### config.mk
export PLATFORM = sky130hd
export DESIGN_NAME = two_button_press_qualifier
export DESIGN_NICKNAME = d
export VERILOG_FILES = /design/src/rtl/core/tbpq_pkg.sv /design/src/rtl/core/tbpq_cfg.sv /design/src/rtl/core/tbpq_core.sv /design/src/rtl/core/two_button_press_qualifier.sv
export SDC_FILE = /design/constraint.sdc
export NUM_CORES = 1
export LEC_CHECK = 0
export BUFFER_PORTS_ARGS = -buffer_cell sky130_fd_sc_hd__buf_2
export CORE_MARGIN = 5
export CORE_UTILIZATION = 25
export CTS_CLUSTER_DIAMETER = 50
export DETAILED_ROUTE_END_ITERATION = 8
export PLACE_DENSITY_LB_ADDON = 0.3
export RECOVER_POWER = 100
export SYNTH_ARGS = -nofsm -noshare
export SYNTH_HDL_FRONTEND = slang
export SYNTH_SLANG_ARGS = --single-unit
### constraint.sdc
create_clock -name clk -period 8.85 [get_ports clk]
set_input_delay 0.885 -clock clk [delete_from_list [all_inputs] [get_ports clk]]
set_output_delay 0.885 -clock clk [all_outputs]
set_load 0.02 [all_outputs]
### src/rtl/core/tbpq_pkg.sv
// tbpq_pkg: types and constants shared by the two-button press qualifier
// holds the beat structs, code enums and fixed defaults; no dependencies
package tbpq_pkg;

  // register indexes on the write port
  typedef enum logic [1:0] {
    REG_MIN_PRESS    = 2'd0,
    REG_RESET_HOLD   = 2'd1,
    REG_COOLDOWN_ONE = 2'd2,
    REG_COOLDOWN_TWO = 2'd3
  } reg_index_t;

  // system state as sampled on each tick
  typedef enum logic [1:0] {
    SYS_NORMAL  = 2'd0,
    SYS_BUSY    = 2'd1,
    SYS_WARNING = 2'd2,
    SYS_OTHER   = 2'd3
  } sys_state_t;

  // state change requested by the qualifier
  typedef enum logic [1:0] {
    REQ_NONE    = 2'd0,
    REQ_NORMAL  = 2'd1,
    REQ_WARNING = 2'd2,
    REQ_FACTORY = 2'd3
  } req_t;

  // wake-up button ids
  localparam logic [1:0] WAKE_ONE = 2'd1;
  localparam logic [1:0] WAKE_TWO = 2'd2;

  localparam int unsigned CFG_W   = 20;
  localparam int unsigned TIME_W  = 20;
  localparam int unsigned CLOCK_W = 32;

  // fixed timing defaults
  localparam logic [15:0] MIN_PRESS_DEFAULT  = 16'd200;
  localparam logic [19:0] RESET_HOLD_DEFAULT = 20'd8000;
  localparam logic [19:0] WARN_LEAD          = 20'd3000;
  localparam logic [15:0] COOLDOWN_DEFAULT   = 16'd2000;

  // input beat
  typedef struct packed {
    logic       level_one;
    logic       level_two;
    sys_state_t system_state;
    logic [1:0] wakeup_button;
  } item_t;

  // result beat
  typedef struct packed {
    logic fire_one;
    logic fire_two;
    req_t state_request;
    logic cooldown_block;
  } result_t;

  // configuration register set
  typedef struct packed {
    logic [15:0] min_press_ms;
    logic [19:0] reset_hold_ms;
    logic [15:0] cooldown_one_ms;
    logic [15:0] cooldown_two_ms;
  } cfg_t;

endpackage

### src/rtl/core/tbpq_cfg.sv
// tbpq_cfg: configuration register bank of the press qualifier
// depends on tbpq_pkg for the register indexes and the cfg_t struct
module tbpq_cfg (
  input  logic                        clk,
  input  logic                        rst,
  input  logic                        cfg_we,
  input  logic [1:0]                  cfg_index,
  input  logic [tbpq_pkg::CFG_W-1:0]  cfg_data,
  output tbpq_pkg::cfg_t              cfg
);
  import tbpq_pkg::*;

  // register writes, truncated to each register's width
  always_ff @(posedge clk) begin
    if (rst) begin
      cfg.min_press_ms    <= MIN_PRESS_DEFAULT;
      cfg.reset_hold_ms   <= RESET_HOLD_DEFAULT;
      cfg.cooldown_one_ms <= COOLDOWN_DEFAULT;
      cfg.cooldown_two_ms <= COOLDOWN_DEFAULT;
    end else if (cfg_we) begin
      unique case (reg_index_t'(cfg_index))
        REG_MIN_PRESS:    cfg.min_press_ms    <= cfg_data[15:0];
        REG_RESET_HOLD:   cfg.reset_hold_ms   <= cfg_data[19:0];
        REG_COOLDOWN_ONE: cfg.cooldown_one_ms <= cfg_data[15:0];
        REG_COOLDOWN_TWO: cfg.cooldown_two_ms <= cfg_data[15:0];
        default: ;
      endcase
    end
  end

endmodule

### src/rtl/core/tbpq_core.sv
// tbpq_core: press timing, both-held reset and cooldown state for one tick
// depends on tbpq_pkg; result is combinational, state moves on step
module tbpq_core #(
  parameter int unsigned POLL_PERIOD_MS = 50
) (
  input  logic              clk,
  input  logic              rst,
  input  logic              step,
  input  tbpq_pkg::item_t   item,
  input  tbpq_pkg::cfg_t    cfg,
  output tbpq_pkg::result_t result
);
  import tbpq_pkg::*;

  localparam logic [TIME_W:0]  STEP_T = (TIME_W+1)'(POLL_PERIOD_MS);
  localparam logic [CLOCK_W:0] STEP_C = (CLOCK_W+1)'(POLL_PERIOD_MS);

  logic               prev_one, prev_one_next;
  logic               prev_two, prev_two_next;
  logic [TIME_W-1:0]  press_one_ms, press_one_ms_next;
  logic [TIME_W-1:0]  press_two_ms, press_two_ms_next;
  logic               chord_on, chord_on_next;
  logic [TIME_W-1:0]  both_ms, both_ms_next;
  logic [CLOCK_W-1:0] clock_ms, clock_ms_next;
  logic [CLOCK_W-1:0] last_one_ms, last_one_ms_next;
  logic [CLOCK_W-1:0] last_two_ms, last_two_ms_next;
  logic               halted, halted_next;

  logic               b1, b2, both_now;
  logic [TIME_W-1:0]  rt, wt, both_base;
  logic [TIME_W:0]    both_sum, press_one_sum, press_two_sum;
  logic [TIME_W-1:0]  both_inc;
  logic [CLOCK_W:0]   clock_sum;
  logic [15:0]        minp;
  logic               rel_one, rel_two, qual_one, qual_two, cd_one, cd_two;
  result_t            res;

  assign b1       = item.level_one;
  assign b2       = item.level_two;
  assign both_now = !b1 && !b2;

  // reset and warning thresholds from the live register
  assign rt   = (cfg.reset_hold_ms == '0) ? RESET_HOLD_DEFAULT : cfg.reset_hold_ms;
  assign wt   = (rt > WARN_LEAD) ? rt - WARN_LEAD : {1'b0, rt[TIME_W-1:1]};
  assign minp = (cfg.min_press_ms == '0) ? MIN_PRESS_DEFAULT : cfg.min_press_ms;

  // saturating adds for the both-held timer, press timers and clock
  assign both_base     = chord_on ? both_ms : '0;
  assign both_sum      = {1'b0, both_base} + STEP_T;
  assign both_inc      = both_sum[TIME_W] ? '1 : both_sum[TIME_W-1:0];
  assign press_one_sum = {1'b0, press_one_ms} + STEP_T;
  assign press_two_sum = {1'b0, press_two_ms} + STEP_T;
  assign clock_sum     = {1'b0, clock_ms} + STEP_C;

  // release qualification per button
  assign rel_one  = !prev_one && b1 && b2;
  assign rel_two  = !prev_two && b1 && b2;
  assign qual_one = (item.wakeup_button != WAKE_ONE) && (press_one_ms >= TIME_W'(minp))
                    && (item.system_state == SYS_NORMAL);
  assign qual_two = (item.wakeup_button != WAKE_TWO) && (press_two_ms >= TIME_W'(minp))
                    && (item.system_state == SYS_NORMAL);
  assign cd_one   = (clock_ms - last_one_ms) < CLOCK_W'(cfg.cooldown_one_ms);
  assign cd_two   = (clock_ms - last_two_ms) < CLOCK_W'(cfg.cooldown_two_ms);

  // next state and result for the current tick
  always_comb begin
    prev_one_next     = b1;
    prev_two_next     = b2;
    press_one_ms_next = press_one_ms;
    press_two_ms_next = press_two_ms;
    chord_on_next     = chord_on;
    both_ms_next      = both_ms;
    last_one_ms_next  = last_one_ms;
    last_two_ms_next  = last_two_ms;
    halted_next       = 1'b0;
    res               = '0;
    res.state_request = REQ_NONE;
    if (both_now) begin
      chord_on_next = 1'b1;
      both_ms_next  = both_inc;
      if (both_inc > rt) begin
        res.state_request = REQ_FACTORY;
        halted_next       = 1'b1;
      end else if (both_inc > wt && item.system_state != SYS_WARNING) begin
        res.state_request = REQ_WARNING;
      end
    end else begin
      if (chord_on) begin
        chord_on_next = 1'b0;
        both_ms_next  = '0;
        if (item.system_state == SYS_WARNING) begin
          res.state_request = REQ_NORMAL;
        end
      end
      if (rel_one) begin
        press_one_ms_next = '0;
        if (qual_one) begin
          if (cd_one) begin
            res.cooldown_block = 1'b1;
          end else begin
            res.fire_one     = 1'b1;
            last_one_ms_next = clock_ms;
          end
        end
      end
      if (rel_two) begin
        press_two_ms_next = '0;
        if (qual_two) begin
          if (cd_two) begin
            res.cooldown_block = 1'b1;
          end else begin
            res.fire_two     = 1'b1;
            last_two_ms_next = clock_ms;
          end
        end
      end
      if (!b1 && b2) begin
        press_one_ms_next = press_one_sum[TIME_W] ? '1 : press_one_sum[TIME_W-1:0];
      end
      if (!b2 && b1) begin
        press_two_ms_next = press_two_sum[TIME_W] ? '1 : press_two_sum[TIME_W-1:0];
      end
    end
    if (halted_next) begin
      clock_ms_next = clock_ms;
    end else begin
      clock_ms_next = clock_sum[CLOCK_W] ? '1 : clock_sum[CLOCK_W-1:0];
    end
  end

  // halted block answers all zero
  always_comb begin
    if (halted) begin
      result               = '0;
      result.state_request = REQ_NONE;
    end else begin
      result = res;
    end
  end

  // state registers, frozen once halted
  always_ff @(posedge clk) begin
    if (rst) begin
      prev_one     <= 1'b1;
      prev_two     <= 1'b1;
      press_one_ms <= '0;
      press_two_ms <= '0;
      chord_on     <= 1'b0;
      both_ms      <= '0;
      clock_ms     <= '0;
      last_one_ms  <= '0;
      last_two_ms  <= '0;
      halted       <= 1'b0;
    end else if (step && !halted) begin
      prev_one     <= prev_one_next;
      prev_two     <= prev_two_next;
      press_one_ms <= press_one_ms_next;
      press_two_ms <= press_two_ms_next;
      chord_on     <= chord_on_next;
      both_ms      <= both_ms_next;
      clock_ms     <= clock_ms_next;
      last_one_ms  <= last_one_ms_next;
      last_two_ms  <= last_two_ms_next;
      halted       <= halted_next;
    end
  end

endmodule

### src/rtl/core/two_button_press_qualifier.sv
// two_button_press_qualifier: top level, input register -> update -> result register
// a beat taken into the input register moves on to the result register once that register can take it
// throughput: one beat per cycle; the input register advances whenever the
// result register is empty or being taken, so the rate is set by result_stall
// reset (rst, synchronous): configuration to defaults, all timers and the halt cleared
// depends on tbpq_pkg, tbpq_cfg and tbpq_core
module two_button_press_qualifier #(
  parameter int unsigned POLL_PERIOD_MS = 50
) (
  input  logic                        clk,
  input  logic                        rst,
  input  logic                        item_valid,
  output logic                        item_stall,
  input  tbpq_pkg::item_t             item,
  output logic                        result_valid,
  input  logic                        result_stall,
  output tbpq_pkg::result_t           result,
  input  logic                        cfg_we,
  input  logic [1:0]                  cfg_index,
  input  logic [tbpq_pkg::CFG_W-1:0]  cfg_data
);
  import tbpq_pkg::*;

  cfg_t    cfg;
  item_t   item_q;
  logic    item_q_valid;
  logic    out_free;
  logic    step;
  result_t core_result;

  // register bank
  tbpq_cfg u_cfg (
    .clk       (clk),
    .rst       (rst),
    .cfg_we    (cfg_we),
    .cfg_index (cfg_index),
    .cfg_data  (cfg_data),
    .cfg       (cfg)
  );

  // handshake: the input register moves when the result register can take a beat
  assign out_free   = !result_valid || !result_stall;
  assign step       = item_q_valid && out_free;
  assign item_stall = item_q_valid && !out_free;

  // input register
  always_ff @(posedge clk) begin
    if (rst) begin
      item_q_valid <= 1'b0;
    end else if (!item_stall) begin
      item_q_valid <= item_valid;
    end
  end

  always_ff @(posedge clk) begin
    if (!item_stall && item_valid) begin
      item_q <= item;
    end
  end

  // tick update
  tbpq_core #(
    .POLL_PERIOD_MS (POLL_PERIOD_MS)
  ) u_core (
    .clk    (clk),
    .rst    (rst),
    .step   (step),
    .item   (item_q),
    .cfg    (cfg),
    .result (core_result)
  );

  // result register
  always_ff @(posedge clk) begin
    if (rst) begin
      result_valid <= 1'b0;
    end else if (out_free) begin
      result_valid <= step;
    end
  end

  always_ff @(posedge clk) begin
    if (step) begin
      result <= core_result;
    end
  end

endmodule
==> impl_results.md, run 1 <==
- Status: finished, violations left
- Violations in the final reports: max-capacitance violations, max-slew violations
- Horizontal die dimension: 274.2 microns
- Required time of the critical path: 9.18 ns
- Peak supply drop: 0.1258 mV
- Most used flip-flop cell after synthesis: dfxtp_1
- Tightest Hold Check Type: register to register
- Total setup buffers inserted after CTS: 0
- Static power due to leakage: 8.143 nW
- Final total negative setup slack: 0 ns
- Input/output buffers: 39
- Crit-path cells: ha_1, nor2b_1, o2111a_1, o21a_1, a211o_1, and2_0, o21a_1, nor2_1, xnor2_1, ha_1, and4_1, a221oi_1, o2111ai_1, a211o_1, nor4_1, nand4_1, nor4_1, nor3_4, clkbuf_1, mux2i_1
- Clk Tree Root Cell: clkbuf_16
- Startpoint kind of the worst setup timing path: register
- Die footprint: 75170 sq um
- Slew of the pin with the lowest slew margin: 4.931 ns
- Flip-flop and latch count after synthesis: 241
- Unrepaired setup endpoints after global routing: no
- Layout-stage area growth over the synthesis result: 12.87%
- Worst-case clock buffer depth: 3
- Number of nets in the layout: 2455
- Max Clk Rate: 0.1481 GHz
- DRT iter0 DRCs: 1174
- Proportion of layout cells with a drive suffix above 1: 5.392%
- Min-Delay Startpoint: u_cfg.cfg[12]
- Die extent in y: 274.2 microns
- DR vias/cell: 5.031
- HPWL Detailed: 40130 microns
- Switching power as a share of total power: 28.41%
- Hold slack: 0.4609 ns
- Gr ovfl total: 0
- ANT nets after route: 0
- Simple-Gate Fraction of Synth Area: 24.30%
- Final Setup Violations: 0
- Number of detailed-route iterations in the first pass: 6
- Clock tree from TritonCTS: built
- Post-Synthesis Mean Instance Area: 7.706 sq um
- # resized after CTS: 0
- Maximum fanout encountered on the critical timing path: 32
- Number of antenna diodes: 0
- H-tree level count: 2
- Most crowded layer after global routing: met2
- Main combinational cell family by area after synthesis: simple AND/OR/NAND/NOR gates
- Post-CTS clock slew at the launch and capture registers of the worst setup and hold paths: 0.06 ns
- Io pins: 40
- Synth area leaders: dfxtp_1, ha_1, a21oi_1
- Relative max-transition margin: -228.7%
- Max Clock Skew: 0.04570 ns
- Part of the power in registers: 36.5%
- Number of nets in the synthesized netlist: 2468
- Maximum number of pins on one net before global-route repair: 151
- Met1 Resource Use GR: 17.95%
- Met2 Use GR: 22.59%
- Routed Wire Length: 53390 microns
- Arrival time reported for the critical path endpoint: 7.08 ns
- Num rows: 96
- Final Cycle Share: 76.32%
- Compound-Gate Fraction of Synth Area: 21.01%
- Vias in the first global route: 15340
- Proportion of power drawn by the clock network: 50.8%
- Number of buffers inserted during clock tree synthesis: 38
- Proportion of netlist area held by the largest area contributor: 26.39%
- Combinational Power Share: 12.7%
- Fraction of registers with async set or reset after synthesis: 0%
- GRT Overall Usage: 13.73%
- RD Place Congestion: 0.9135
- Unique cell type count in the Yosys netlist: 77
- Placeable Area: 68950 sq um
- Syn Std Cell Area: 17450 sq um
- Antenna violations before repair: 1
- Starting utilization of the core area: 25.30%
- First-pass GRT wire length: 83820 microns
- Crit path launch: u_core.clock_ms[1]
- Xor and xnor fraction of the mapped netlist area: 3.665%
- Average wire length per cell after detail routing: 16.62 microns
- Slowest stage cell on the critical path: nor4_1
- Clock sink total: 241
- Cell type contributing the most total cell area after synthesis: dfxtp_1
- Post-layout min period: 6.754 ns
- Internal Pwr Total: 0.002226 W
- Worst setup EP type: register
- Hold-fix buffers at CTS: 0
- Stage delay of the slowest cell on the critical path: 0.95 ns
- Crit Path Class: register to register
- Gate count after technology mapping: 2264
- Max-cap violations: 5
- Met3 Track Usage GR: 2.275%
- Number of enable flip-flop cells after synthesis: 11
- Synthesized-area fraction occupied by adder cells: 12.35%
- Portion of the post-synthesis area used by sequential elements: 28.28%
- Final slew viol count: 346
- Number of vias in the routed layout: 16160
- Fraction of synthesized area in multiplexers: 4.547%
- Pwr dens: 157.9 nW/um^2
- Net load switching power: 0.0008833 W
- DR DRC count: 0
- Warnings, synthesis: 0
- Insertion delay to the later sink of the worst-skew pair: 0.59 ns
- Beginning of the worst register-to-register path: u_core.clock_ms[1]
- Final hold violation count: 0
-- layout by cell type, fill, tap and decap left out, types with 8 or more instances in the layout --
master     instances
nand2_1          275
clkbuf_16         38
a211o_1           17
a211oi_1          15
o21ai_1           13
inv_1            145
nand2b_1         116
o2111ai_1         10
nor3_1            47
a31oi_1           29
a21oi_1          212
buf_2             29
nand3b_1          20
nor2b_1           26
o21a_1            24
ha_1             169
or3_1             11
and4_1             8
nand4_1           34
clkbuf_1          16
nand3_1           53
a22oi_1           21
dfxtp_1          230
a21o_1            49
nor2_1           179
nor4_1            20
mux2i_1           77
or2_2              9
edfxtp_1          11
xor2_1            33
o21ai_0          118
xnor2_1           40
a2111oi_0          8
o211ai_1          15
and3_1            39
-- critical path, delay by kind of cell (launching register included) --
kind,cells,cell delay (ns)
buffers and inverters,1,0.94
AOI/OAI and AO/OA,7,1.90
adders and majority gates,2,0.56
DFF,1,0.55
muxes,1,0.33
and+or+nand+nor,8,2.07
xor gates and xnor gates,1,0.14
-- cell type report --
class / instances / area (sq um)
fill: 7478 / 49250
multi-input combinational: 1777 / 11480
sequential: 241 / 4935
tap: 931 / 1165
clock buffer: 44 / 993.5
inverter: 145 / 544.3
clock inverter: 26 / 335.3
timing repair buffer: 48 / 240.2
-- power by group through the flow --
stage	registers [W]	clock network (W)	logic, W
6_report	0.00113	0.00158	0.000395
4_1_cts	0.00113	0.00163	0.000398
3_5_place_dp	0.00116	0	0.000396
3_3_place_gp	0.00116	0	0.000390
2_1_floorplan	0.00115	0	0.000285
5_1_grt	0.00114	0.00167	0.000437
-- flip-flops by register name (all words and copies together) (netlist names), 5 cells and up --
name,count
u_cfg.cfg,68
u_core.clock_ms,32
u_core.last_one_ms,32
u_core.last_two_ms,32
u_core.both_ms,20
u_core.press_one_ms,20
u_core.press_two_ms,20
item_q,6
result,5
-- routing by layer --
layer  part of all wire (%)  wire length, microns  up-vias
met3                    4.7                  2511      107
met5                      0                     0        -
li1                       -                     -     8008
met4                    4.0                  2155        0
met2                     46                 24400      378
met1                     46                 24330     7668
-- stage by stage --
stage          instance area [sq um]  util, %  worst slack [ns]  cells  power (W)
6_report                       19690    28.56             2.096   3212   0.003109
4_1_cts                        19750    28.65             3.055   3212   0.003158
2_1_floorplan                  17450        -             4.087   2264   0.001435
3_3_place_gp                   18420    26.72             3.211   3142   0.001547
3_5_place_dp                   18420    26.72             3.064   3142   0.001553
5_1_grt                        19690    28.56             1.665   3212   0.003240
-- final timing paths --
check / to / slack, ns / cells after the start
worst max-delay path: u_core.last_two_ms[30] / 2.10 / 20
worst min-delay path: u_cfg.cfg[12] / 0.46 / 2
worst max register to register: u_core.last_two_ms[30] / 2.10 / 20
worst min register to register: u_cfg.cfg[12] / 0.46 / 2
-- logic make-up after synthesis --
| family | Yosys count |
|---|---|
| AND/OR/NAND/NOR | 864 |
| AO/OA/AOI/OAI | 590 |
| buffers and inverters | 246 |
| flip-flops | 241 |
| adder cells (fa/ha/maj) | 171 |
| multiplexers | 79 |
| XOR/XNOR | 73 |
-- synth_stat cells, types with 21 or more instances --
cell	instances
a21o_1	49
a21oi_1	212
a22oi_1	21
a31oi_1	29
and3_1	39
clkbuf_1	85
dfxtp_1	230
ha_1	169
inv_1	145
mux2i_1	77
nand2_1	275
nand2b_1	116
nand3_1	53
nand4_1	34
nor2_1	179
nor2b_1	26
nor3_1	47
o21a_1	24
o21ai_0	114
xnor2_1	40
xor2_1	33
Power figures use the tool's default switching activity.
==> run 2, diff against run 1 <==
- clock period: 8.85 -> 6.07 ns (I/O delays scaled with it)
==> run 2 against run 1 <==
- the run still ends with max-capacitance violations, max-slew violations left
- register-to-register slack got worse by 1.5 ns
- clock power rose by 40%
- sequential cell count did not move
- global-route usage fell by 0.15 points
- die area did not move
- critical endpoint is now u_core.clock_ms[23]
- largest power group unchanged
==> impl_results.md, run 2 (same netlist as run 1, synthesis figures left out) <==
- Proportion of power drawn by the clock network: 49.8% (-1.0 points)
- Insertion delay to the later sink of the worst-skew pair: 0.58 ns (about the same)
- Maximum fanout encountered on the critical timing path: 17 (-47%)
- DRT iter0 DRCs: 977 (-17%)
- Max Clock Skew: 0.04393 ns (-0.001767 ns)
- Hold slack: 0.2070 ns (-0.2539 ns)
- Post-CTS clock slew at the launch and capture registers of the worst setup and hold paths: 0.06 ns (about the same)
- Antenna violations before repair: 1 (unchanged)
- Commonest cells after routing, fill and taps aside: nand2_1, dfxtp_1, a21oi_1
- Met3 layer wire length in the routed design: 2321 microns (-7.6%)
- Final total negative setup slack: 0 ns (unchanged)
- Violations in the final reports: max-capacitance violations, max-slew violations
- Share of the core filled with cells: 28.62% (+0.055 points)
- ANT nets after route: 0 (unchanged)
- RD Place Congestion: 0.9113 (-0.24%)
- Proportion of layout cells with a drive suffix above 1: 5.728% (+0.34 points)
- Static power due to leakage: 8.167 nW (+0.30%)
- Register with the highest flop count: u_cfg.cfg
- HPWL Detailed: 39840 microns (-0.73%)
- Final hold violation count: 0 (unchanged)
- Status: finished, violations left
- Unrepaired setup endpoints after global routing: no
- Gr ovfl total: 0 (unchanged)
- Met1 Routed Length: 24160 microns (-0.71%)
- Peak supply drop: 0.2332 mV (+85%)
- Die footprint: 75170 sq um (unchanged)
- Num rows: 96 (unchanged)
- Stage delay of the slowest cell on the critical path: 0.69 ns (-0.26 ns)
- Switching power as a share of total power: 28.15% (-0.26 points)
- Final slew viol count: 267 (-23%)
- Crit Path Class: register to register
- Startpoint kind of the worst setup timing path: register
- Post-layout min period: 5.496 ns (-1.258 ns)
- Number of buffers inserted during clock tree synthesis: 37 (-2.6%)
- First-pass GRT wire length: 83570 microns (-0.30%)
- Number of detailed-route iterations in the first pass: 5 (-1)
- Relative max-transition margin: -80.00% (+150 points)
- Number of vias in the routed layout: 16000 (-1.0%)
- Final Total Pwr: 0.004437 W (+43%)
- Required time of the critical path: 6.36 ns (-2.82 ns)
- DR DRC count: 0 (unchanged)
- Total setup buffers inserted after CTS: 0 (unchanged)
- Pwr dens: 224.9 nW/um^2 (+42%)
- Crit-path cells: o31ai_1, nor2_1, nand4_1, nand2b_1, or3_1, clkbuf_1, o21ai_0, ha_1, nand4_1, or2_2, nor4_1, inv_1, a31o_1, nor2_1, nand3_1, xor2_1, a21oi_1
- Layout-stage area growth over the synthesis result: 13.08%
- Total of fill cells in the finished design: 7521 (+0.58%)
- Arrival time reported for the critical path endpoint: 5.78 ns (-1.30 ns)
- Worst setup EP type: register
- DR vias/cell: 4.970 (-1.2%)
- Top layer reached by signal wires: met4
- Combinational Power Share: 13.0% (+0.3 points)
- Io pins: 40 (unchanged)
- Leading cell type in the layout, fill and taps excluded: nand2_1
- Die extent in y: 274.2 microns (unchanged)
- Tightest Hold Check Type: primary input to register
- Part of the power in registers: 37.2% (+0.7 points)
- Internal Pwr Total: 0.003188 W (+43%)
- # resized after CTS: 0 (unchanged)
- Input/output buffers: 39 (unchanged)
- Hold path depth: 1 (-1)
- Routed Wire Length: 52710 microns (-1.3%)
- Final design instance area without fill: 19730 sq um (+0.19%)
- Maximum number of pins on one net before global-route repair: 152 (+0.66%)
- Worst-case clock buffer depth: 3 (unchanged)
- Clock sink total: 241 (unchanged)
- Horizontal die dimension: 274.2 microns (unchanged)
- Slowest stage cell on the critical path: dfxtp_1
- Placeable Area: 68950 sq um (unchanged)
- Max-cap violations: 3 (-2)
- Starting utilization of the core area: 25.30% (unchanged)
- Clk Tree Root Cell: clkbuf_16
- Average wire length per cell after detail routing: 16.37 microns (-1.5%)
- Max FFs per register: 68 (unchanged)
- Worst reg2reg path depth: 17 (-15%)
- Vias in the first global route: 15560 (+1.4%)
- Routed wire length on met2: 23940 microns (-1.9%)
- Clock tree from TritonCTS: built
- Number of nets in the layout: 2463 (+0.33%)
- GRT Overall Usage: 13.58% (-0.15 points)
- Hold-fix buffers at CTS: 0 (unchanged)
- H-tree level count: 2 (unchanged)
- Final Setup Violations: 0 (unchanged)
- Final Cycle Share: 90.54% (+14 points)
- Post-place instance area: 18490 sq um (+0.37%)
- Slew of the pin with the lowest slew margin: 2.700 ns (-2.231 ns)
- Net load switching power: 0.001249 W (+41%)
- Max Clk Rate: 0.1820 GHz (+23%)
run 2: cell count changes in the layout (fill, tap and decap cells not counted), moves of 2 or more:
cell	delta
buf_4	+8
a2111oi_0	+2
clkinv_4	-4
inv_6	-3
nor4_1	-2
inv_8	+2
run 2: layout make-up:
class	instances	area, sq um	share of cell area [%]
Multi-Input combinational cell	1777	11500	58.28
Clock buffer	44	983.4	4.985
Clock inverter	23	295.3	1.497
Antenna cell	1	2.502	0.01268
Sequential cell	241	4935	25.01
Tap cell	931	1165	5.904
Timing Repair Buffer	57	305.3	1.547
Inverter	145	544.3	2.759
run 2: power groups by stage:
stage               clock (W)  sequential, W  combinational, W
floorplan                   0        0.00168          0.000416
global placement            0        0.00169          0.000565
detailed placement          0        0.00169          0.000575
CTS                   0.00226        0.00165          0.000579
global route          0.00233        0.00166          0.000642
finish                0.00221        0.00165          0.000575
run 2: stage by stage:
step / setup WS (ns) / cells
5_1_grt: 0.1128 / 3218
4_1_cts: 0.4926 / 3218
2_1_floorplan: 1.307 / 2264
6_report: 0.5742 / 3219
3_3_place_gp: 0.6760 / 3151
3_5_place_dp: 0.5529 / 3151
run 2: worst paths after layout:
kind / start / endpoint / slack, ns
setup / recovery: u_core.chord_on / u_core.clock_ms[23] / 0.57
hold / removal: item[4] / item_q[4] / 0.21
setup reg to reg: u_core.chord_on / u_core.clock_ms[23] / 0.57
hold reg to reg: u_cfg.cfg[5] / u_cfg.cfg[5] / 0.46
run 2: worst max-delay path: cells and delay by family, from the launching register on:
kind                     cells  cell delay, ns
AND/OR/NAND/NOR              9            2.69
AO/OA/AOI/OAI                4            1.01
flip-flops                   1            0.69
buffers and inverters        2            0.43
adder cells (fa/ha/maj)      1            0.24
XOR/XNOR                     1            0.15
run 2: layer usage:
layer | GRT usage (%) | up-vias
li1 | - | 8040
met1 | 17.69 | 7506
met2 | 22.18 | 346
met3 | 2.144 | 107
met4 | 6.067 | 0
met5 | 0 | -
==> run 3, diff against run 2 <==
- PLACE_DENSITY: unset -> 0.52
- PLACE_DENSITY_LB_ADDON: 0.3 -> unset
- REMOVE_ABC_BUFFERS: unset -> 1
==> run 3 against run 2 <==
- the flow still finishes with violations (max-capacitance violations, max-slew violations)
- worst hold slack better by 0.034 ns
- count of clock-buffer cells in the layout is 1 higher
- sequential share of layout area hardly changed
- maximum frequency is 0.41% lower
- combinational power is 2% lower
- die area stayed put
- routed wire length is 3.8% lower
- global-route usage is 0.38 points lower
- setup slack worse by 0.023 ns
- critical endpoint is now u_core.last_one_ms[16]
==> impl_results.md, run 3 (same netlist as run 1, synthesis figures left out) <==
- Layout-stage area growth over the synthesis result: 12.89%
- Terminus of the critical flop-to-flop path: u_core.last_one_ms[16]
- Number of detailed-route iterations in the first pass: 5 (unchanged)
- # resized after CTS: 0 (unchanged)
- Clock tree from TritonCTS: built
- Crit Path Class: register to register
- Maximum number of pins on one net before global-route repair: 102 (-33%)
- Routed Wire Length: 50720 microns (-3.8%)
- Register with the highest flop count: u_cfg.cfg
- Worst reg2reg path depth: 19 (+2)
- Relative max-transition margin: -169.3% (-89 points)
- GRT Overall Usage: 13.20% (-0.38 points)
- Average wire length per cell after detail routing: 15.77 microns (-3.7%)
- Startpoint kind of the worst setup timing path: register
- DR DRC count: 0 (unchanged)
- Placeable Area: 68950 sq um (unchanged)
- Peak supply drop: 0.1621 mV (-30%)
- Max Clock Skew: 0.02640 ns (-0.01753 ns)
- Max-cap violations: 2 (-1)
- Internal Pwr Total: 0.003146 W (-1.3%)
- Arrival time reported for the critical path endpoint: 5.98 ns (+0.20 ns)
- Unrepaired setup endpoints after global routing: no
- Post-layout min period: 5.519 ns (+0.02280 ns)
- Number of vias in the routed layout: 15580 (-2.6%)
- Hold slack: 0.2415 ns (+0.03446 ns)
- Required time of the critical path: 6.53 ns (+0.17 ns)
- Number of nets in the layout: 2466 (+0.12%)
- Worst-case clock buffer depth: 3 (unchanged)
- Maximum fanout encountered on the critical timing path: 17 (unchanged)
- Max Clk Rate: 0.1812 GHz (-0.41%)
- Input/output buffers: 39 (unchanged)
- Final slew viol count: 152 (-43%)
- RD Place Congestion: 0.8521 (-6.5%)
- Post-CTS clock slew at the launch and capture registers of the worst setup and hold paths: 0.06 ns (about the same)
- Gr ovfl total: 0 (unchanged)
- Number of antenna diodes: 0 (-1)
- Hold path depth: 1 (unchanged)
- Final Setup Violations: 0 (unchanged)
- Terminating pin of the worst hold path: item_q[5]
- Total of fill cells in the finished design: 7550 (+0.39%)
- Min-Delay Startpoint: item[5]
- Num rows: 96 (unchanged)
- Proportion of layout cells with a drive suffix above 1: 5.602% (-0.13 points)
- Net load switching power: 0.001160 W (-7.2%)
- Horizontal die dimension: 274.2 microns (unchanged)
- Insertion delay to the later sink of the worst-skew pair: 0.54 ns (-0.04 ns)
- Slowest stage cell on the critical path: or3_1
- Slew of the pin with the lowest slew margin: 4.040 ns (+1.340 ns)
- Die extent in y: 274.2 microns (unchanged)
- H-tree level count: 2 (unchanged)
- Crit-path cells: ha_1, nor2b_1, o2111ai_1, nand2_1, a21o_1, a21oi_1, xnor2_1, ha_1, a211oi_1, nand2_1, a21oi_1, a211oi_1, a2111oi_0, o2111ai_1, a2111oi_0, and4_1, or3_1, buf_12, mux2i_1
- CP bufs+invs: 1 (-1)
- Clock sink total: 241 (unchanged)
- Pwr dens: 218.6 nW/um^2 (-2.8%)
- Final Cycle Share: 90.92% (+0.38 points)
- Final total negative setup slack: 0 ns (unchanged)
- Hold-fix buffers at CTS: 0 (unchanged)
- Switching power as a share of total power: 26.93% (-1.2 points)
- Part of the power in registers: 38.4% (+1.2 points)
- Clk Tree Root Cell: clkbuf_16
- ANT nets after route: 0 (unchanged)
- Leading cell type in the layout, fill and taps excluded: nand2_1
- Cell family contributing the most delay on the critical path: compound AO/OA/AOI/OAI gates
- Register area: 4935 sq um (unchanged)
- Antenna violations before repair: 1 (unchanged)
- First-pass GRT wire length: 81700 microns (-2.2%)
- Reg-to-reg setup timing slack: 0.55 ns (-0.02 ns)
- Tightest Hold Check Type: primary input to register
- Die footprint: 75170 sq um (unchanged)
- Vias in the first global route: 15000 (-3.6%)
- Starting utilization of the core area: 25.30% (unchanged)
- Total setup buffers inserted after CTS: 0 (unchanged)
- Static power due to leakage: 8.145 nW (-0.26%)
- HPWL Detailed: 38270 microns (-3.9%)
- Proportion of power drawn by the clock network: 48.6% (-1.2 points)
- Footprint of the multi-input gates: 11500 sq um (about the same)
- Worst setup EP type: register
- DR vias/cell: 4.845 (-2.5%)
- DRT iter0 DRCs: 900 (-7.9%)
- Number of buffers inserted during clock tree synthesis: 35 (-5.4%)
- Final hold violation count: 0 (unchanged)
- Commonest cells after routing, fill and taps aside: nand2_1, dfxtp_1, a21oi_1
- Combinational Power Share: 13.0% (about the same)
- Violations in the final reports: max-capacitance violations, max-slew violations
- Io pins: 40 (unchanged)
- Stage delay of the slowest cell on the critical path: 0.90 ns (+0.21 ns)
- Status: finished, violations left
- Max FFs per register: 68 (unchanged)
- Beginning of the worst register-to-register path: u_core.clock_ms[1]
-- run 3: changes by cell type in the layout (fill, tap and decap cells not counted), sizes merged --
cell,before,now
buf,44,46
inv,155,147
clkbuf,57,61
diode,1,0
-- run 3: final cells by class --
class | instances | area share (%)
clock buffer | 45 | 5.000
multi-input combinational | 1777 | 58.40
inverter | 145 | 2.763
clock inverter | 15 | 1.074
tap | 931 | 5.915
sequential | 241 | 25.06
timing repair buffer | 62 | 1.792
-- run 3: power by group through the flow --
| stage | Sequential [W] | Combinational [W] | Clock, W |
|---|---|---|---|
| 6_report | 0.00165 | 0.000562 | 0.00209 |
| 5_1_grt | 0.00166 | 0.000632 | 0.00221 |
| 4_1_cts | 0.00165 | 0.000568 | 0.00215 |
| 3_5_place_dp | 0.00169 | 0.000565 | 0 |
| 3_3_place_gp | 0.00169 | 0.000565 | 0 |
| 2_1_floorplan | 0.00168 | 0.000391 | 0 |
-- run 3: worst max path at each step --
stage          slack, ns  depth (start not counted)          startpoint                      to
3_5_place_dp        0.86                         20   u_core.both_ms[3]     u_core.clock_ms[26]
2_1_floorplan       0.83                         19  u_core.clock_ms[1]   u_core.last_two_ms[0]
5_1_grt             0.13                         19  u_core.clock_ms[1]  u_core.last_one_ms[16]
6_report            0.55                         19  u_core.clock_ms[1]  u_core.last_one_ms[16]
4_1_cts             0.85                         20   u_core.both_ms[3]     u_core.clock_ms[26]
3_3_place_gp        0.91                         20   u_core.both_ms[3]     u_core.clock_ms[26]
-- run 3: through the flow --
stage | worst slack [ns] | cells | power [W] | util [%] | area, sq um
after floorplan | 0.8338 | 2163 | 0.002069 | - | 16970
after global placement | 0.9095 | 3156 | 0.002252 | 26.90 | 18540
after detailed placement | 0.8643 | 3156 | 0.002252 | 26.90 | 18540
after CTS | 0.8459 | 3216 | 0.004369 | 28.63 | 19740
after global routing | 0.1317 | 3216 | 0.004502 | 28.57 | 19700
final | 0.5514 | 3216 | 0.004306 | 28.57 | 19700
-- run 3: worst reg2reg max path, delay by kind of cell (launching register included) --
kind	cells	cell delay, ns
AOI/OAI and AO/OA	9	2.12
xor gates and xnor gates	1	0.09
adders and majority gates	2	0.52
buffers and inverters	1	0.29
DFF	1	0.57
muxes	1	0.22
and+or+nand+nor	5	1.65
-- run 3: metal layers --
layer  vias up  share of wire, %  global-route usage (%)
li1       8023                 -                       -
met2       264                44                   21.25
met3        66               4.7                   2.188
met5         -             0.026                       0
met1      7225                49                   18.61
met4         2               1.9                   2.828
